**config.mk**
```make
export PLATFORM = sky130hd
export DESIGN_NAME = handle_pool_allocator_core
export DESIGN_NICKNAME = d
export VERILOG_FILES = /design/src/hpa_pkg.sv /design/src/hpa_ram.sv /design/src/handle_pool_allocator_core.sv
export VERILOG_INCLUDE_DIRS = /design/src /design/src/src
export SDC_FILE = /design/constraint.sdc
export NUM_CORES = 2
export LEC_CHECK = 0
export BUFFER_PORTS_ARGS = -buffer_cell sky130_fd_sc_hd__buf_2
export CORE_ASPECT_RATIO = 1.2
export CORE_MARGIN = 2
export CORE_UTILIZATION = 50
export CTS_CLUSTER_SIZE = 30
export DETAILED_ROUTE_END_ITERATION = 10
export PLACE_DENSITY = 0.62
export SLEW_MARGIN = 20
export SYNTH_ARGS = -nofsm -noshare
export SYNTH_HDL_FRONTEND = slang
export SYNTH_HIERARCHICAL = 1
export SYNTH_SLANG_ARGS = --single-unit
```
**constraint.sdc**
```tcl
create_clock -name i_clk -period 21.8 [get_ports i_clk]
set_clock_uncertainty 0.15 [all_clocks]
set_input_delay 4.36 -clock i_clk [delete_from_list [all_inputs] [get_ports i_clk]]
set_output_delay 4.36 -clock i_clk [all_outputs]
set_load 0.005 [all_outputs]
```
**src/handle_pool_allocator_core_assert.svh**
```systemverilog
// ----------------------------------------------------------------------------
// handle pool allocator assertion macros
// shared concurrent assertion forms, clocked on i_clk, off while in reset
// ----------------------------------------------------------------------------
`ifndef HANDLE_POOL_ALLOCATOR_CORE_ASSERT_SVH
`define HANDLE_POOL_ALLOCATOR_CORE_ASSERT_SVH

// condition holds at every edge out of reset
`define HPA_ASSERT_ALWAYS(lbl, cond, msg) \
    lbl: assert property (@(posedge i_clk) disable iff (!i_rst_n) (cond)) \
        else $error(msg);

// antecedent implies consequent at the same edge
`define HPA_ASSERT_IMPL(lbl, ante, cons, msg) \
    lbl: assert property (@(posedge i_clk) disable iff (!i_rst_n) (ante) |-> (cons)) \
        else $error(msg);

// antecedent implies consequent at the next edge
`define HPA_ASSERT_NEXT(lbl, ante, cons, msg) \
    lbl: assert property (@(posedge i_clk) disable iff (!i_rst_n) (ante) |=> (cons)) \
        else $error(msg);

`endif

```
**src/hpa_pkg.sv**
```systemverilog
// ----------------------------------------------------------------------------
// hpa_pkg
// sizes, action codes and status codes of the handle pool allocator
// ----------------------------------------------------------------------------
`default_nettype none

package hpa_pkg;

    localparam int POOL_SIZE = 256;
    localparam int PTR_W     = $clog2(POOL_SIZE);
    localparam int CNT_W     = $clog2(POOL_SIZE + 1);
    localparam int HANDLE_W  = 8;

    typedef logic [1:0] t_action;
    typedef logic [1:0] t_status;

    localparam t_action ACT_ALLOC   = 2'd0;
    localparam t_action ACT_TRY     = 2'd1;
    localparam t_action ACT_RELEASE = 2'd2;

    localparam t_status ST_OK            = 2'd0;
    localparam t_status ST_NONE_RELEASED = 2'd1;
    localparam t_status ST_NOT_ALLOCATED = 2'd2;
    localparam t_status ST_EXHAUSTED     = 2'd3;

endpackage

`default_nettype wire

```
**src/hpa_ram.sv**
```systemverilog
// ----------------------------------------------------------------------------
// hpa_ram
// simple dual-port ram, one write and one registered read, read-first
// ----------------------------------------------------------------------------
`default_nettype none

module hpa_ram #(
    parameter int WIDTH = 8,
    parameter int DEPTH = 256
) (
    input  wire logic                     i_clk,
    input  wire logic                     i_we,
    input  wire logic [$clog2(DEPTH)-1:0] i_waddr,
    input  wire logic [WIDTH-1:0]         i_wdata,
    input  wire logic [$clog2(DEPTH)-1:0] i_raddr,
    output logic      [WIDTH-1:0]         o_rdata
);

    logic [WIDTH-1:0] r_mem [DEPTH];

    always_ff @(posedge i_clk) begin
        if (i_we) begin
            r_mem[i_waddr] <= i_wdata;
        end
        o_rdata <= r_mem[i_raddr];
    end

endmodule

`default_nettype wire

```
**src/handle_pool_allocator_core.sv**
```systemverilog
// ----------------------------------------------------------------------------
// handle_pool_allocator_core
// handle allocator with first-in first-out reuse of released handles
// ----------------------------------------------------------------------------
// Each request allocates, try-allocates or releases a handle and yields one
// result, held first in the input register and then in the result register.
// A new request is taken every cycle while results are drained: the
// released-handle queue lives in a ram whose head entry is read ahead, and
// the allocated bitmap is a one-bit ram read as the request is registered,
// with the bitmap write of the request ahead forwarded, so a pop or push
// and one bitmap access finish together in the decode cycle. Bitmap
// entries at or above the fresh handle counter count as clear, so no clearing
// pass is needed after reset.
`default_nettype none

`include "handle_pool_allocator_core_assert.svh"

module handle_pool_allocator_core
    import hpa_pkg::*;
(
    input  wire logic                i_clk,
    input  wire logic                i_rst_n,
    input  wire logic                i_in_valid,
    output logic                     o_in_stall,
    input  wire logic [1:0]          i_action,
    input  wire logic [HANDLE_W-1:0] i_handle,
    output logic                     o_out_valid,
    input  wire logic                i_out_stall,
    output logic      [HANDLE_W-1:0] o_granted_handle,
    output logic      [1:0]          o_status
);

    // input register
    logic                r_in_valid;
    t_action             r_action;
    logic [HANDLE_W-1:0] r_handle;

    // queue and pool state
    logic [PTR_W-1:0]    r_head, n_head;
    logic [PTR_W-1:0]    r_tail, n_tail;
    logic [CNT_W-1:0]    r_count, n_count;
    logic [CNT_W-1:0]    r_fresh, n_fresh;

    // head bypass for a write that lands on the prefetched entry
    logic                r_byp_valid;
    logic [PTR_W-1:0]    r_byp_data;

    // bitmap forward for a write that lands on the entry being read
    logic                r_mfwd_valid;
    logic                r_mfwd_val;

    // result register
    logic                r_out_valid;
    logic [HANDLE_W-1:0] r_granted;
    t_status             r_status;

    logic                advance;
    logic [PTR_W-1:0]    ram_rdata;
    logic [PTR_W-1:0]    pop_data;
    logic [PTR_W-1:0]    handle_idx;
    logic                handle_seen;
    logic                push_we;
    logic                map_we;
    logic                map_val;
    logic [PTR_W-1:0]    map_idx;
    logic [PTR_W-1:0]    map_raddr;
    logic                map_rdata;
    logic                map_bit;
    logic [HANDLE_W-1:0] grant;
    t_status             status;

    assign advance    = r_in_valid && (!r_out_valid || !i_out_stall);
    assign o_in_stall = r_in_valid && !advance;

    assign pop_data    = r_byp_valid ? r_byp_data : ram_rdata;
    assign handle_idx  = PTR_W'(r_handle);
    assign handle_seen = CNT_W'(r_handle) < r_fresh;
    assign map_raddr   = (i_in_valid && !o_in_stall) ? PTR_W'(i_handle) : handle_idx;
    assign map_bit     = r_mfwd_valid ? r_mfwd_val : map_rdata;

    always_comb begin
        n_head  = r_head;
        n_tail  = r_tail;
        n_count = r_count;
        n_fresh = r_fresh;
        push_we = 1'b0;
        map_we  = 1'b0;
        map_val = 1'b0;
        map_idx = handle_idx;
        grant   = '0;
        status  = ST_OK;
        if (advance) begin
            case (r_action) inside
                ACT_ALLOC, ACT_TRY: begin
                    if (r_count != '0) begin
                        grant   = HANDLE_W'(pop_data);
                        map_we  = 1'b1;
                        map_val = 1'b1;
                        map_idx = pop_data;
                        n_head  = (r_head == PTR_W'(POOL_SIZE - 1)) ? '0 : r_head + 1'b1;
                        n_count = r_count - 1'b1;
                    end else if (r_action == ACT_TRY) begin
                        status = ST_NONE_RELEASED;
                    end else if (r_fresh < CNT_W'(POOL_SIZE)) begin
                        grant   = HANDLE_W'(r_fresh);
                        map_we  = 1'b1;
                        map_val = 1'b1;
                        map_idx = r_fresh[PTR_W-1:0];
                        n_fresh = r_fresh + 1'b1;
                    end else begin
                        status = ST_EXHAUSTED;
                    end
                end
                ACT_RELEASE: begin
                    if (handle_seen && map_bit) begin
                        map_we = 1'b1;
                        if (r_count < CNT_W'(POOL_SIZE)) begin
                            push_we = 1'b1;
                            n_tail  = (r_tail == PTR_W'(POOL_SIZE - 1)) ? '0 : r_tail + 1'b1;
                            n_count = r_count + 1'b1;
                        end
                    end else begin
                        status = ST_NOT_ALLOCATED;
                    end
                end
                default: begin
                end
            endcase
        end
    end

    hpa_ram #(
        .WIDTH (PTR_W),
        .DEPTH (POOL_SIZE)
    ) u_free_queue (
        .i_clk   (i_clk),
        .i_we    (push_we),
        .i_waddr (r_tail),
        .i_wdata (handle_idx),
        .i_raddr (n_head),
        .o_rdata (ram_rdata)
    );

    hpa_ram #(
        .WIDTH (1),
        .DEPTH (POOL_SIZE)
    ) u_alloc_map (
        .i_clk   (i_clk),
        .i_we    (map_we),
        .i_waddr (map_idx),
        .i_wdata (map_val),
        .i_raddr (map_raddr),
        .o_rdata (map_rdata)
    );

    always_ff @(posedge i_clk) begin
        if (!i_rst_n) begin
            r_in_valid   <= 1'b0;
            r_head       <= '0;
            r_tail       <= '0;
            r_count      <= '0;
            r_fresh      <= '0;
            r_byp_valid  <= 1'b0;
            r_mfwd_valid <= 1'b0;
            r_out_valid  <= 1'b0;
        end else begin
            if (!o_in_stall) begin
                r_in_valid <= i_in_valid;
            end
            r_head       <= n_head;
            r_tail       <= n_tail;
            r_count      <= n_count;
            r_fresh      <= n_fresh;
            r_byp_valid  <= push_we && (r_tail == n_head);
            r_mfwd_valid <= map_we && (map_idx == map_raddr);
            if (advance) begin
                r_out_valid <= 1'b1;
            end else if (!i_out_stall) begin
                r_out_valid <= 1'b0;
            end
        end
    end

    // payload registers
    always_ff @(posedge i_clk) begin
        if (i_in_valid && !o_in_stall) begin
            r_action <= i_action;
            r_handle <= i_handle;
        end
        r_byp_data <= handle_idx;
        r_mfwd_val <= map_val;
        if (advance) begin
            r_granted <= grant;
            r_status  <= status;
        end
    end

    assign o_out_valid      = r_out_valid;
    assign o_granted_handle = r_granted;
    assign o_status         = r_status;

    `HPA_ASSERT_ALWAYS(a_count_bound, r_count <= CNT_W'(POOL_SIZE),
        "free queue count above pool size")
    `HPA_ASSERT_ALWAYS(a_ptr_match, r_count[PTR_W-1:0] == PTR_W'(r_tail - r_head),
        "free queue count disagrees with pointers")
    `HPA_ASSERT_ALWAYS(a_fresh_bound, r_fresh <= CNT_W'(POOL_SIZE),
        "fresh handle counter past pool size")
    `HPA_ASSERT_IMPL(a_err_no_grant, r_out_valid && r_status != ST_OK, r_granted == '0,
        "failed request carries a handle")
    `HPA_ASSERT_NEXT(a_out_hold, r_out_valid && i_out_stall,
        r_out_valid && $stable(r_granted) && $stable(r_status),
        "stalled result changed")

endmodule

`default_nettype wire
```
Word-level counts from Yosys, hierarchy flattened
Memory sizes are Yosys's and may differ from the RTL's. A register that Yosys moved wholly into a read port is not among the register bits.
Cells that the tools add are included.
Word-level totals
  bits in read-only memories: 0
  input bits: 14
  memories: 2
  logic and storage cells: 102
  flip-flop bits (word level): 67
  output and inout bits: 12
  latch bits: 0
  RAM bits: 2304
Cells by class
  multiply operators: 0
  reduce and logical (&&, ||, !) cells: 20
  mux-type cells: 47
  div/mod/pow operators: 0
  add/sub/neg operators: 5
  magnitude comparators: 3
  bitwise operators: 3
  eq/ne operators: 8
  shift-type cells: 0
Memory list
  u_free_queue.r_mem: depth 256, bits a word 8, read ports 1, clocked after memory_dff 1, wr ports 1, line hpa_ram.sv:19  | logic [WIDTH-1:0] r_mem [DEPTH];
  u_alloc_map.r_mem: depth 256, bits a word 1, read ports 1, clocked after memory_dff 1, wr ports 1, line hpa_ram.sv:19
Operators by type and width (number)
  8-bit 2-to-1 mux: 15
  9-bit 2-to-1 mux: 5
  1-bit 2-to-1 mux: 21
  9-bit by 1-bit adder with 9-bit output (second input constant): 2
  9-bit < comparator (second input constant): 2
  8-bit by 1-bit adder with 8-bit output (second input constant): 2
  8-bit equality test: 2
  8-bit equality test (second input constant): 2
  5-bit AND reduction: 3
  2-bit 2-to-1 mux: 6
  8-bit by 9-bit < comparator with 1-bit output: 1
  9-bit nonzero test: 1
  9-bit by 1-bit subtractor with 9-bit output (second input constant): 1
  1-bit logical AND: 6
  2-bit nonzero test: 3
  1-bit logical NOT: 4
  1-bit NOT: 3
  2-bit by 1-bit equality test with 1-bit output (second input constant): 1
  2-bit equality test (second input constant): 1
  2-bit logical NOT: 1
  2-bit by 1-bit != test with 1-bit output (second input constant): 1
  2-bit != test (second input constant): 1
  2-bit OR reduction: 1
  1-bit logical OR: 1

Logic depth before layout (Yosys ltp)
  depth in word-level cells: 10
  gate-level depth with buffers: 18
  gate-level depth less buffers: 11

Cells and area by module
The synthesis kept the hierarchy.
By module, submodules not included
  hpa_ram (u_free_queue): seq. area each 61659.1 µm², area each 79556.3 µm², times used 1, cells an instance 3733
  hpa_ram (u_alloc_map): seq. area each 7707.4 µm², area each 11128.2 µm², times used 1, cells an instance 788
  handle_pool_allocator_core: seq. area each 1461.4 µm², area each 3701.0 µm², times used 1, cells an instance 409

Worst setup path before layout
OpenSTA, ideal clock, no wires.
  path type: in2reg
  start: input i_out_stall
  end: memory u_alloc_map.r_mem[103], enable pin
  library setup time: 0.254 ns
  buffers on the path: 1
  slack: 11.951 ns
  required time: 21.396 ns
  data arrival time: 9.445 ns
  stages: 9
  cell sequence: a21bo_2 nor2_1 o21ai_2 clkinv_1 or2_2 and3b_1 nand3_1 clkbuf_1 nor2_1
Between the ends
  longest elaborated chain between the ends: 6
  elaborated cells between the ends (all ways): 7
  classes of those cells: mux: 4; reduce/logical: 3
Ends and longest elaborated chain
  start: declaration: line handle_pool_allocator_core.sv:28  | input wire logic i_out_stall,
  1-bit logical NOT
  1-bit logical OR: line handle_pool_allocator_core.sv:72  | assign advance = r_in_valid && (!r_out_valid || !i_out_stall);
  1-bit logical AND: line handle_pool_allocator_core.sv:72
  1-bit 2-to-1 mux: line handle_pool_allocator_core.sv:92  | if (advance) begin
  net map_we: line handle_pool_allocator_core.sv:63  | logic map_we;
  1-bit 2-to-1 mux: line hpa_ram.sv:22  | if (i_we) begin
  1-bit 2-to-1 mux (not written as such): line hpa_ram.sv:23  | r_mem[i_waddr] <= i_wdata;
  end: declaration: line hpa_ram.sv:19
The timed path passes the listed nets, and every way through them passes these cells.

Worst setup path after layout
  start: input i_out_stall
  end: register u_free_queue.o_rdata[0], read port of u_free_queue.r_mem
Between the ends
  longest elaborated chain between the ends: 4
Ends and longest elaborated chain
  1-bit logical NOT
  1-bit logical OR: line handle_pool_allocator_core.sv:72
  1-bit logical AND: line handle_pool_allocator_core.sv:72
  8-bit 2-to-1 mux: line handle_pool_allocator_core.sv:92
  net n_head[1]: line handle_pool_allocator_core.sv:39  | logic [PTR_W-1:0] r_head, n_head;
  end: declaration: line hpa_ram.sv:16  | output logic [WIDTH-1:0] o_rdata
The timed path passes the listed nets, and every way through them passes these cells.
A chain may end at the register's enable or synchronous reset.

==> flow_results.xml <==
<?xml version="1.0" encoding="UTF-8"?>
<metrics>
  <group name="synthesis">
    <metric name="synth_adder_area_share" unit="">0.002598</metric>
    <metric name="synthesis.area_per_instance" unit="µm²">19.15</metric>
    <metric name="cells_after_synth" unit="">4930</metric>
    <metric name="synth_sequential_area_ratio" unit="">0.7504</metric>
    <metric name="synth_top_cells_by_area" unit="">sky130_fd_sc_hd__edfxtp_1, sky130_fd_sc_hd__mux4_2, sky130_fd_sc_hd__nor2_1</metric>
    <metric name="synthesis.nets" unit="">4963</metric>
    <metric name="yosys_warnings" unit="">6</metric>
    <metric name="synth-compound-area-share" unit="">0.03844</metric>
    <metric name="synth_xor_xnor_area_share" unit="">0.003142</metric>
    <metric name="flip_flop_cell_with_the_highest_count_after_synthesis" unit="">sky130_fd_sc_hd__edfxtp_1</metric>
    <metric name="dominant_combinational_cell_family_by_area_after_synthesis" unit="">multiplexers</metric>
    <metric name="number_of_enable_flip_flop_cells_after_synthesis" unit="">2316</metric>
    <metric name="yosys_register_bits" unit="">2380</metric>
    <metric name="synth-simple-area-share" unit="">0.04368</metric>
    <metric name="yosysTopAreaCell" unit="">sky130_fd_sc_hd__edfxtp_1</metric>
    <metric name="yosys.cell_types.count" unit="">81</metric>
    <metric name="synth.area.mux_share" unit="">0.1416</metric>
    <metric name="fraction_of_synthesized_cell_area_taken_by_the_top_area_cell_type" unit="">0.7368</metric>
    <metric name="synth_async_sr_flop_share" unit="">0</metric>
    <metric name="most_used_standard_cell_by_instance_count_after_synthesis" unit="">sky130_fd_sc_hd__edfxtp_1</metric>
    <metric name="netlist_top_cells_count" unit="">sky130_fd_sc_hd__edfxtp_1, sky130_fd_sc_hd__nor2_1, sky130_fd_sc_hd__mux4_2</metric>
    <metric name="syn_area" unit="µm²">94390</metric>
  </group>
  <group name="global_routing">
    <metric name="grt_first_pass_wirelength" unit="mm">336.9</metric>
    <metric name="grt_remaining_overflow" unit="">0</metric>
    <metric name="grt_max_degree" unit="">258</metric>
    <metric name="antenna_found_initial" unit="">7</metric>
    <metric name="first_global_vias" unit="">48070</metric>
    <metric name="groute.usage.overall" unit="">0.2414</metric>
  </group>
  <group name="cts">
    <metric name="cts.sink_count" unit="">2380</metric>
    <metric name="ctsLongestPathBuffers" unit="">3</metric>
    <metric name="clock_tree.htree_level_count" unit="">4</metric>
    <metric name="cts-root-buf" unit="">sky130_fd_sc_hd__clkbuf_16</metric>
    <metric name="cts_inserted_buffers" unit="">222</metric>
    <metric name="clkTransAtPathRegs" unit="ns">0.06</metric>
    <metric name="clock_insertion_delay_worst_skew" unit="ns">0.87</metric>
    <metric name="postCtsSetupBuffers" unit="">0</metric>
    <metric name="cts_resized" unit="">0</metric>
    <metric name="postCtsHoldBufs" unit="">0</metric>
    <metric name="tritoncts" unit="">yes</metric>
  </group>
  <group name="final_layout">
    <metric name="layout-area-overhead-vs-synth" unit="%">9.828</metric>
    <metric name="num-nets-final" unit="">4994</metric>
    <metric name="post_route_cells_drive_above_1_share" unit="">0.1884</metric>
    <metric name="stdcell_count" unit="">7613</metric>
  </group>
  <group name="timing">
    <metric name="setup_tns" unit="ns">0</metric>
    <metric name="setup_viol" unit="">0</metric>
    <metric name="max_freq" unit="MHz">101.4</metric>
    <metric name="slew_headroom" unit="">0.2039</metric>
    <metric name="number_of_hold_violations_in_the_final_report" unit="">0</metric>
    <metric name="maxSlewViolCount" unit="">0</metric>
    <metric name="rsz0062_at_grt" unit="">no</metric>
    <metric name="fin_crit" unit="ns">9.863</metric>
    <metric name="finalCritPeriodShare" unit="">0.4524</metric>
    <metric name="timing_worst_slew_pin_value" unit="ns">1.190</metric>
  </group>
  <group name="setup_path">
    <metric name="kind_of_end_point_of_the_critical_path" unit="">flop</metric>
    <metric name="critical_path_required" unit="ns">22.37</metric>
    <metric name="crit_path_start" unit="">i_out_stall</metric>
    <metric name="cp_cell_sequence" unit="">buf_2, a21bo_2, nand2b_1, nor2_1, mux2i_1, inv_8, buf_12, buf_12, buf_4, mux4_2, mux4_2, nor2_1, a2111oi_0, nor3_1, nor4_2</metric>
    <metric name="timing.critical_path.from_type" unit="">primary input</metric>
    <metric name="cp_num_buf_inv" unit="">5</metric>
    <metric name="r2r.worst_path.cells" unit="">13</metric>
    <metric name="worst-path-max-fanout" unit="">108</metric>
    <metric name="rr_startpoint" unit="">r_count[5]</metric>
    <metric name="criticalPathCategory" unit="">primary input to flop</metric>
    <metric name="r2r_setup_slack" unit="ns">14.42</metric>
    <metric name="cp.arrival" unit="ns">10.43</metric>
    <metric name="cp_slowest_cell" unit="">sky130_fd_sc_hd__buf_4</metric>
    <metric name="crit-reg2reg-capture" unit="">u_free_queue/o_rdata[0]</metric>
    <metric name="critical_path.top_delay_family" unit="">buffers and inverters</metric>
    <metric name="largest_stage_delay_on_the_critical_path" unit="ns">0.72</metric>
  </group>
  <group name="placement">
    <metric name="port_buffers" unit="">25</metric>
    <metric name="finalWeightedCongestion" unit="">0.8466</metric>
    <metric name="dp.cells" unit="">7200</metric>
    <metric name="dp_hpwl" unit="mm">137.2</metric>
  </group>
  <group name="die">
    <metric name="starting_utilization_of_the_core_area" unit="">0.5035</metric>
    <metric name="area_of_the_die" unit="µm²">192300</metric>
    <metric name="die-width" unit="µm">400.6</metric>
    <metric name="boundaryPins" unit="">26</metric>
    <metric name="coreArea" unit="µm²">187400</metric>
    <metric name="die_h" unit="µm">479.9</metric>
    <metric name="rows" unit="">174</metric>
  </group>
  <group name="detailed_routing">
    <metric name="finalWirelength" unit="mm">233.0</metric>
    <metric name="detail-route-antenna-nets" unit="">0</metric>
    <metric name="drt_pass_1_iters" unit="">6</metric>
    <metric name="drtIter0Drc" unit="">5259</metric>
    <metric name="route.detailed.drc" unit="">0</metric>
    <metric name="vias_per_cell" unit="">6.329</metric>
    <metric name="route.vias.total" unit="">48190</metric>
    <metric name="detail_route.wl_per_cell" unit="µm">30.61</metric>
  </group>
  <group name="hold_path">
    <metric name="min_to" unit="">o_out_valid</metric>
    <metric name="min_delay_path_class" unit="">flop to flop</metric>
    <metric name="min_delay_path_depth" unit="">2</metric>
    <metric name="timing.hold.worst.start" unit="">r_in_valid</metric>
  </group>
  <group name="power">
    <metric name="vdd_ir_drop_max" unit="µV">70.42</metric>
    <metric name="totalPowerFinal" unit="mW">9.290</metric>
    <metric name="combPwrFrac" unit="">0.050</metric>
    <metric name="power.switching_fraction" unit="">0.2121</metric>
    <metric name="share_clk_of_total_power" unit="">0.398</metric>
    <metric name="seq_power_share" unit="">0.553</metric>
    <metric name="power.net_switching" unit="mW">1.970</metric>
    <metric name="p_int" unit="mW">7.319</metric>
    <metric name="powerDensity" unit="nW/µm²">89.62</metric>
    <metric name="static-leakage-power" unit="nW">30.71</metric>
  </group>
  <group name="job">
    <metric name="max-cap-violations" unit="">0</metric>
  </group>
  <group name="outcome">
    <metric name="outcome" unit="">completed</metric>
  </group>
</metrics>
[cell type report]
type / instances / area (µm²)
multi-input combinational: 2218 / 21800
sequential: 2380 / 70860
inverter: 26 / 117.6
antenna: 1 / 2.502
clock inverter: 122 / 1001
timing repair buffer: 113 / 928.4
clock buffer: 289 / 5871
tap: 2464 / 3083
fill: 14240 / 83790
[tightest hold or removal path: stages (launching register included)]
cell and delay, ns:
sky130_fd_sc_hd__dfxtp_1 0.34, sky130_fd_sc_hd__a21oi_1 0.05, sky130_fd_sc_hd__nor2_1 0.07
[layer usage]
| metal | global-route usage | wire length [µm] | share of wire | vias up |
|---|---|---|---|---|
| li1 | - | - | - | 20170 |
| met2 | 0.4081 | 117700 | 0.51 | 1962 |
| met1 | 0.3243 | 92040 | 0.39 | 25690 |
| met3 | 0.03698 | 15860 | 0.068 | 365 |
| met5 | 0 | 10 | 0.000043 | - |
| met4 | 0.07804 | 7411 | 0.032 | 2 |
[kinds of logic after synthesis]
logic type | Yosys count
DFF | 2380
and+or+nand+nor | 936
muxes | 710
AOI/OAI and AO/OA | 520
buffers and inverters | 332
xor gates and xnor gates | 33
adders and majority gates | 19
[per-stage QoR]
stage               setup WS, ns    util  instance area [µm²]  hold WS (ns)
detailed placement         11.12  0.5162                96750        0.3284
floorplan                  11.95       -                94390        0.3001
global placement           10.91  0.5158                96690        0.3249
CTS                        12.03  0.5528               103600        0.3391
finish                     11.94  0.5530               103700        0.3354
global route               11.64  0.5530               103700        0.3858
[power by group through the flow]
stage	combinational (mW)	clock, mW	sequential, mW
after floorplan	0.300	0	5.29
after global placement	0.459	0	5.23
after detailed placement	0.468	0	5.23
after CTS	0.468	3.76	5.13
after global routing	0.499	3.93	5.13
final	0.463	3.69	5.13
[worst max-delay path by stage]
stage	end	cells past startpoint
after floorplan	u_alloc_map/r_mem[103]	9
after global placement	u_free_queue/o_rdata[5]	13
after detailed placement	u_free_queue/o_rdata[1]	14
after CTS	u_free_queue/o_rdata[1]	14
after global routing	u_free_queue/o_rdata[0]	14
final	u_free_queue/o_rdata[0]	15
[sequential cells by signal (all words and copies together) (netlist names)]
name / count
r_mfwd_valid: 1
r_tail: 8
r_byp_data: 8
r_in_valid: 1
u_alloc_map/r_mem: 256
o_status: 2
r_byp_valid: 1
r_count: 9
r_fresh: 9
u_alloc_map/o_rdata: 1
u_free_queue/o_rdata: 8
r_mfwd_val: 1
o_granted_handle: 8
handle_idx: 8
r_head: 8
r_action: 2
u_free_queue/r_mem: 2048
o_out_valid: 1
[placed cells by master (no fill, tap or decap), types with 25 or more instances in the layout]
cell type / synthesis / final
sky130_fd_sc_hd__nand2_1: 79 / 78
sky130_fd_sc_hd__o21ai_0: 29 / 27
sky130_fd_sc_hd__o221ai_1: 46 / 46
sky130_fd_sc_hd__nor4_1: 32 / 28
sky130_fd_sc_hd__a21oi_1: 120 / 120
sky130_fd_sc_hd__clkinv_2: 0 / 32
sky130_fd_sc_hd__mux2i_1: 200 / 200
sky130_fd_sc_hd__nor2b_1: 42 / 39
sky130_fd_sc_hd__buf_2: 38 / 26
sky130_fd_sc_hd__clkbuf_1: 164 / 64
sky130_fd_sc_hd__a22oi_1: 141 / 141
sky130_fd_sc_hd__nand4_1: 25 / 25
sky130_fd_sc_hd__clkinv_1: 3 / 59
sky130_fd_sc_hd__mux4_2: 496 / 496
sky130_fd_sc_hd__nor2_1: 596 / 590
sky130_fd_sc_hd__nand3_1: 56 / 53
sky130_fd_sc_hd__clkbuf_16: 0 / 225
sky130_fd_sc_hd__buf_4: 32 / 76
sky130_fd_sc_hd__dfxtp_1: 64 / 56
sky130_fd_sc_hd__nor3_1: 35 / 33
sky130_fd_sc_hd__edfxtp_1: 2316 / 2316
sky130_fd_sc_hd__o22ai_1: 54 / 54
Note: power is estimated with default switching activity, not from simulation.
